`config.mk`:
```
export PLATFORM = sky130hd
export DESIGN_NAME = unique_key_lifo_stack_top
export DESIGN_NICKNAME = d
export VERILOG_FILES = /design/src/rtl/ukls_pkg.sv /design/src/rtl/ukls_ram.sv /design/src/rtl/unique_key_lifo_stack_top.sv
export SDC_FILE = /design/constraint.sdc
export NUM_CORES = 2
export LEC_CHECK = 0
export ABC_AREA = 1
export BUFFER_PORTS_ARGS = -buffer_cell sky130_fd_sc_hd__buf_2
export CAP_MARGIN = 20
export CELL_PAD_IN_SITES_DETAIL_PLACEMENT = 1
export CELL_PAD_IN_SITES_GLOBAL_PLACEMENT = 2
export CORE_MARGIN = 3
export CORE_UTILIZATION = 37
export CTS_BUF_LIST = sky130_fd_sc_hd__clkbuf_16
export CTS_CLUSTER_DIAMETER = 40
export CTS_CLUSTER_SIZE = 14
export DETAILED_ROUTE_END_ITERATION = 7
export PLACE_DENSITY = 0.84
export SLEW_MARGIN = 20
export SYNTH_ARGS = -nofsm -noshare
export SYNTH_HDL_FRONTEND = slang
export SYNTH_SLANG_ARGS = --single-unit
```
`constraint.sdc`:
```
create_clock -name i_clk -period 7.56 [get_ports i_clk]
set_input_delay 0.756 -clock i_clk [delete_from_list [all_inputs] [get_ports i_clk]]
set_output_delay 0.756 -clock i_clk [all_outputs]
set_load 0.02 [all_outputs]
```
`src/rtl/ukls_pkg.sv`:
```
// shared types and constants for the unique-key lifo stack
package ukls_pkg;

    localparam int DEPTH_DEF   = 16;
    localparam int KEY_W       = 32;
    localparam int DATA_W      = 32;
    localparam int CNT_OUT_W   = 5;
    localparam int IN_TDATA_W  = 64;
    localparam int OUT_TDATA_W = 136;

    typedef enum logic [1:0] {
        ST_DONE  = 2'd0,
        ST_DUP   = 2'd1,
        ST_FULL  = 2'd2,
        ST_EMPTY = 2'd3
    } t_status;

    typedef enum logic [1:0] {
        S_IDLE,
        S_SEARCH,
        S_POP,
        S_RESP
    } t_state;

    typedef enum logic {
        OP_PUSH = 1'b0,
        OP_POP  = 1'b1
    } t_op;

endpackage

```
`src/rtl/ukls_ram.sv`:
```
// generic single-port-write, single-port-read ram with registered read data
module ukls_ram #(
    parameter int WIDTH = 64,
    parameter int DEPTH = 16,
    localparam int AW = (DEPTH > 1) ? $clog2(DEPTH) : 1
) (
    input  logic             i_clk,
    input  logic             i_we,
    input  logic [AW-1:0]    i_waddr,
    input  logic [WIDTH-1:0] i_wdata,
    input  logic [AW-1:0]    i_raddr,
    output logic [WIDTH-1:0] o_rdata
);

    logic [WIDTH-1:0] r_mem [DEPTH];
    logic [WIDTH-1:0] r_rdata;

    always_ff @(posedge i_clk) begin
        if (i_we) begin
            r_mem[i_waddr] <= i_wdata;
        end
        r_rdata <= r_mem[i_raddr];
    end

    assign o_rdata = r_rdata;

endmodule

```
`src/rtl/unique_key_lifo_stack_top.sv`:
```
// top level of the unique-key lifo stack: sequencer, top-of-stack registers and result stage
// A push walks the stored keys one per cycle through a single key comparator reading the
// entry ram, so the block is not ready again until the walk is over; a duplicate hit ends
// the walk early. A pop that leaves entries behind reads the entry that becomes the new top
// from the ram. One transaction is worked on at a time; a finished result sits in the
// output register while the next transaction is taken.
module unique_key_lifo_stack_top #(
    parameter int DEPTH = ukls_pkg::DEPTH_DEF
) (
    input  logic                               i_clk,
    input  logic                               i_rst_n,
    input  logic                               s_axis_tvalid,
    output logic                               s_axis_tready,
    // push_key [31:0], push_data [63:32]
    input  logic [ukls_pkg::IN_TDATA_W-1:0]    s_axis_tdata,
    // mode [0]
    input  logic                               s_axis_tuser,
    output logic                               m_axis_tvalid,
    input  logic                               m_axis_tready,
    // status [1:0], popped_key [33:2], popped_data [65:34], top_key [97:66],
    // top_data [129:98], entry_count [134:130], is_empty [135]
    output logic [ukls_pkg::OUT_TDATA_W-1:0]   m_axis_tdata
);

    localparam int CW = $clog2(DEPTH + 1);
    localparam int AW = (DEPTH > 1) ? $clog2(DEPTH) : 1;
    localparam int KW = ukls_pkg::KEY_W;
    localparam int DW = ukls_pkg::DATA_W;

    ukls_pkg::t_state  r_state, n_state;
    ukls_pkg::t_status r_status, n_status;
    logic [CW-1:0]     r_count, n_count;
    logic [CW-1:0]     r_idx, n_idx;
    logic              r_pend, n_pend;
    logic [KW-1:0]     r_key, n_key;
    logic [DW-1:0]     r_data, n_data;
    logic [KW-1:0]     r_top_key, n_top_key;
    logic [DW-1:0]     r_top_data, n_top_data;
    logic [KW-1:0]     r_pop_key, n_pop_key;
    logic [DW-1:0]     r_pop_data, n_pop_data;
    logic              r_out_valid, n_out_valid;
    logic [ukls_pkg::OUT_TDATA_W-1:0] r_out_data, n_out_data;

    logic              ram_we;
    logic [AW-1:0]     ram_waddr;
    logic [KW+DW-1:0]  ram_wdata;
    logic [AW-1:0]     ram_raddr;
    logic [KW+DW-1:0]  ram_rdata;
    logic              in_fire;
    ukls_pkg::t_op     in_op;

    ukls_ram #(
        .WIDTH (KW + DW),
        .DEPTH (DEPTH)
    ) u_ram (
        .i_clk   (i_clk),
        .i_we    (ram_we),
        .i_waddr (ram_waddr),
        .i_wdata (ram_wdata),
        .i_raddr (ram_raddr),
        .o_rdata (ram_rdata)
    );

    assign s_axis_tready = (r_state == ukls_pkg::S_IDLE);
    assign in_fire       = s_axis_tvalid && s_axis_tready;
    assign in_op         = ukls_pkg::t_op'(s_axis_tuser);
    assign m_axis_tvalid = r_out_valid;
    assign m_axis_tdata  = r_out_data;

    always_ff @(posedge i_clk) begin
        if (!i_rst_n) begin
            r_state     <= ukls_pkg::S_IDLE;
            r_count     <= '0;
            r_out_valid <= 1'b0;
            r_top_key   <= '0;
            r_top_data  <= '0;
        end else begin
            r_state     <= n_state;
            r_count     <= n_count;
            r_out_valid <= n_out_valid;
            r_top_key   <= n_top_key;
            r_top_data  <= n_top_data;
        end
    end

    always_ff @(posedge i_clk) begin
        r_status   <= n_status;
        r_idx      <= n_idx;
        r_pend     <= n_pend;
        r_key      <= n_key;
        r_data     <= n_data;
        r_pop_key  <= n_pop_key;
        r_pop_data <= n_pop_data;
        r_out_data <= n_out_data;
    end

    always_comb begin
        n_state     = r_state;
        n_status    = r_status;
        n_count     = r_count;
        n_idx       = r_idx;
        n_pend      = r_pend;
        n_key       = r_key;
        n_data      = r_data;
        n_top_key   = r_top_key;
        n_top_data  = r_top_data;
        n_pop_key   = r_pop_key;
        n_pop_data  = r_pop_data;
        n_out_data  = r_out_data;
        n_out_valid = r_out_valid && !m_axis_tready;
        ram_we      = 1'b0;
        ram_waddr   = r_count[AW-1:0];
        ram_wdata   = {r_data, r_key};
        ram_raddr   = r_idx[AW-1:0];

        unique case (r_state)
            ukls_pkg::S_IDLE: begin
                if (in_fire) begin
                    n_key      = s_axis_tdata[KW-1:0];
                    n_data     = s_axis_tdata[KW+DW-1:KW];
                    n_pop_key  = '0;
                    n_pop_data = '0;
                    n_status   = ukls_pkg::ST_DONE;
                    unique case (in_op)
                        ukls_pkg::OP_PUSH: begin
                            if (r_count == '0) begin
                                ram_we     = 1'b1;
                                ram_waddr  = '0;
                                ram_wdata  = s_axis_tdata[KW+DW-1:0];
                                n_top_key  = s_axis_tdata[KW-1:0];
                                n_top_data = s_axis_tdata[KW+DW-1:KW];
                                n_count    = CW'(1);
                                n_state    = ukls_pkg::S_RESP;
                            end else begin
                                n_idx   = '0;
                                n_pend  = 1'b0;
                                n_state = ukls_pkg::S_SEARCH;
                            end
                        end
                        ukls_pkg::OP_POP: begin
                            if (r_count == '0) begin
                                n_status = ukls_pkg::ST_EMPTY;
                                n_state  = ukls_pkg::S_RESP;
                            end else begin
                                n_pop_key  = r_top_key;
                                n_pop_data = r_top_data;
                                n_count    = r_count - CW'(1);
                                if (r_count == CW'(1)) begin
                                    n_top_key  = '0;
                                    n_top_data = '0;
                                    n_state    = ukls_pkg::S_RESP;
                                end else begin
                                    ram_raddr = AW'(r_count - CW'(2));
                                    n_state   = ukls_pkg::S_POP;
                                end
                            end
                        end
                        default: ;
                    endcase
                end
            end
            ukls_pkg::S_SEARCH: begin
                if (r_pend && (ram_rdata[KW-1:0] == r_key)) begin
                    n_status = ukls_pkg::ST_DUP;
                    n_state  = ukls_pkg::S_RESP;
                end else if (r_idx == r_count) begin
                    if (r_count == CW'(DEPTH)) begin
                        n_status = ukls_pkg::ST_FULL;
                    end else begin
                        ram_we     = 1'b1;
                        n_top_key  = r_key;
                        n_top_data = r_data;
                        n_count    = r_count + CW'(1);
                    end
                    n_state = ukls_pkg::S_RESP;
                end else begin
                    n_idx  = r_idx + CW'(1);
                    n_pend = 1'b1;
                end
            end
            ukls_pkg::S_POP: begin
                n_top_key  = ram_rdata[KW-1:0];
                n_top_data = ram_rdata[KW+DW-1:KW];
                n_state    = ukls_pkg::S_RESP;
            end
            ukls_pkg::S_RESP: begin
                if (!r_out_valid || m_axis_tready) begin
                    n_out_valid = 1'b1;
                    n_out_data  = {(r_count == '0),
                                   ukls_pkg::CNT_OUT_W'(r_count),
                                   r_top_data,
                                   r_top_key,
                                   r_pop_data,
                                   r_pop_key,
                                   r_status};
                    n_state     = ukls_pkg::S_IDLE;
                end
            end
            default: begin
                n_state = ukls_pkg::S_IDLE;
            end
        endcase
    end

endmodule

```
==> run_results.csv <==
group,metric,value,unit
status,status,"complete, no violations",
final_layout,final_cell_area,71590,sq um
timing,rsz0062_at_grt,"false",
critical_path,critPathMaxStageDelay,1000,ps
place,port_buffers,206,
critical_path,critPathRequiredTime,7970,ps
yosys,synth_nets,6057,
global_route,grt_pass1_wl,276400,um
routing,drc_errors,0,
timing,setup_viol,0,
cts,clock-sinks,1432,
routing,drt_iter0_markers,3899,
place,dpl_cell_area,64610,sq um
timing,slew_headroom,21.66,%
critical_path,crit_slowest_cell,"nor2_4",
floorplanning,io_pins,207,
routing,drt-total-wl,183600,um
critical_path,critPathMaxFanout,79,
timing,final_max_slew_viol_count,0,
routing,via_per_inst,5.036,
place,dp_hpwl,101600,um
run,drv_cap,0,
cts,cts-resized-gates,0,
final_layout,synthToLayoutAreaGrowth,17.58,%
floorplanning,dieArea,169500,sq um
yosys,synth_cells,5976,
timing,tightest_slew,1175,ps
critical_path,worst_setup_path_start_kind,"flop",
yosys,synth-seq-cells,1432,
global_route,grt_overflow_total,0,
floorplanning,die_h,411.7,um
timing,whs,138.8,ps
global_route,grt_pass1_vias,45320,
routing,vias,43190,
cts,clk_pin_slew,60,ps
final_layout,fin_cells,8576,
yosys,syn-cell-area,60890,sq um
routing,drt_pre_antenna_iters,5,
critical_path,path_buf_inv,4,
final_layout,multi_input_area,13520,sq um
cts,cts_tree,"yes",
yosys,synth_edf_count,1296,
final_layout,nets,6303,
place,dp_cells,8196,
yosys,seq_area_frac_synth,68.39,%
critical_path,path_delay_family,"simple AND/OR/NAND/NOR gates",
global_route,grt_start_max_net_pins,203,
final_layout,register_area,41640,sq um
global_route,antenna_found_initial,7,
final_layout,fillers,17917,
timing,tns,0,ps
pwr,vdd_drop_max,432.2,uV
cts,ctsHoldBuffers,0,
timing,period_share,65.10,%
cts,ctsRootBufferMaster,"clkbuf_16",
critical_path,worstPathCellList,"inv_1 > ha_1 > nand3_1 > nor3_2 > buf_4 > inv_1 > nand2_1 > nand3_1 > nor2_4 > buf_4",
yosys,synth_cell_types,35,
timing,fin_skew,69.60,ps
floorplanning,die_w,411.7,um
global_route,grt_usage,21.42,%
cts,cts_buffer_depth,3,
critical_path,end_kind,"flop",
yosys,ys.flop_type,"edfxtp_1",
pwr,power,0.02990,W
place,gp_congestion,0.8340,
timing,fin_crit,4921,ps
floorplanning,core_area,163100,sq um
floorplanning,initial_core_util,37.32,%
yosys,synth-async-reset-ratio,0,%
cts,post_cts_buffers,0,
timing,fmax,0.2032,GHz
floorplanning,rows,148,
yosys,syn_area_per_cell,10.19,sq um
yosys,yosysWarnings,0,
final_layout,drive_gt1_share,11.39,%
cts,numCtsBuffers,199,
routing,antenna_left,0,
timing,hold_violations,0,
routing,wire_per_inst,21.41,um
pwr,p_leak,30.71,nW
critical_path,arrival,5330,ps
cts,clkLatencyLatePin,840,ps
min_path,hold_class,"input port to flop",
pwr,p_per_area,417.7,nW/um^2
critical_path,crit_type,"flop to flop",
cts,h-tree-depth,4,
-- power by group --
part / internal (W) / switching (W) / total, W
Combinational: 0.00251 / 0.00719 / 0.00970
Clock: 0.00583 / 0.00383 / 0.00966
Sequential: 0.0101 / 0.000429 / 0.0105
-- flip-flops by register name (all words and copies together) (netlist names), 5 cells and up --
name and flops:
u_ram.r_mem 1024, r_key 32, r_count 5, r_idx 5
r_pop_key 32, u_ram.o_rdata 64, m_axis_tdata 136, r_top_data 32
r_data 32, r_pop_data 32, r_top_key 32
-- area by class of cell --
cell class                      instances  area share, %
Antenna cell                            1       0.003495
Clock buffer                          201          7.026
Clock inverter                        178          2.730
Inverter                             1208          6.346
Multi-Input combinational cell       3042          18.88
Sequential cell                      1432          58.16
Tap cell                             2175          3.801
Timing Repair Buffer                  339          3.048
-- cell usage after synthesis, types with 2 or more instances --
cell type | number | area (sq um)
a21boi_0 | 2 | 15.01
inv_2 | 5 | 18.77
o22ai_1 | 30 | 187.7
o21ai_1 | 3 | 15.01
inv_1 | 1202 | 4512
xor2_1 | 7 | 61.31
buf_2 | 173 | 865.8
xnor2_1 | 7 | 61.31
buf_4 | 26 | 195.2
nand3b_1 | 5 | 37.54
edfxtp_1 | 1296 | 38920
clkbuf_1 | 68 | 255.2
ha_1 | 12 | 150.1
a21oi_1 | 13 | 65.06
dfxtp_1 | 136 | 2723
nor3_1 | 5 | 25.02
buf_6 | 3 | 33.78
nand4_1 | 11 | 68.82
nor2_1 | 261 | 979.7
o21ai_0 | 109 | 545.5
nand2_2 | 3 | 18.77
buf_1 | 24 | 90.09
nand3_1 | 1042 | 5215
nand2_1 | 1522 | 5713
-- metal layers --
| layer | vias up | track usage (%) | wire, um |
|---|---|---|---|
| li1 | 19761 | - | - |
| met1 | 21755 | 28.37 | 78690 |
| met2 | 1357 | 35.93 | 88540 |
| met3 | 315 | 3.240 | 11200 |
| met4 | 2 | 7.154 | 5199 |
| met5 | - | 0 | 13 |
-- cells by family after synthesis --
logic type,count (synthesis),synth area share [%]
simple gates,2858,19.95
xor+xnor,14,0.2014
fa+ha+maj,12,0.2466
buf+inv,1502,9.813
compound gates,158,1.395
flops,1432,68.39
-- through the flow --
step | setup WS (ps) | utilization (%)
after floorplan | 2342 | -
after global placement | 2796 | 39.57
after detailed placement | 2716 | 39.60
after CTS | 2650 | 43.88
after global routing | 2382 | 43.88
final | 2639 | 43.88
-- worst register-to-register path, cell delays in order, from the launching register on --
cell	delay [ps]
dfxtp_1	410
inv_1	330
ha_1	320
nand3_1	260
nor3_2	170
buf_4	700
inv_1	170
nand2_1	180
nand3_1	360
nor2_4	1000
buf_4	580
-- cell usage in the layout, fill, tap and decap left out, types with 7 or more instances in the layout --
cell type,count
nand2_1,1521
edfxtp_1,1296
inv_1,1218
nand3_1,1041
nor2_1,245
buf_2,206
clkbuf_16,201
dfxtp_1,136
buf_4,121
o21ai_0,104
inv_6,33
o22ai_1,30
clkinv_2,26
bufinv_16,25
clkinvlp_4,25
clkinv_4,17
nor2_4,16
clkinv_1,13
a21oi_1,12
nand4_1,11
inv_8,11
ha_1,10
buf_12,10
xor2_1,7
xnor2_1,7
-- path summary, 6_finish.rpt --
kind / startpoint / end / slack (ps) / depth (start not counted)
max: r_count[1] / u_ram.r_mem[15][41] / 2640 / 10
min: s_axis_tdata[54] / r_data[22] / 140 / 1
max reg2reg: r_count[1] / u_ram.r_mem[15][41] / 2640 / 10
min reg2reg: r_pop_key[26] / m_axis_tdata[28] / 420 / 0
Power figures use the tool's default switching activity.
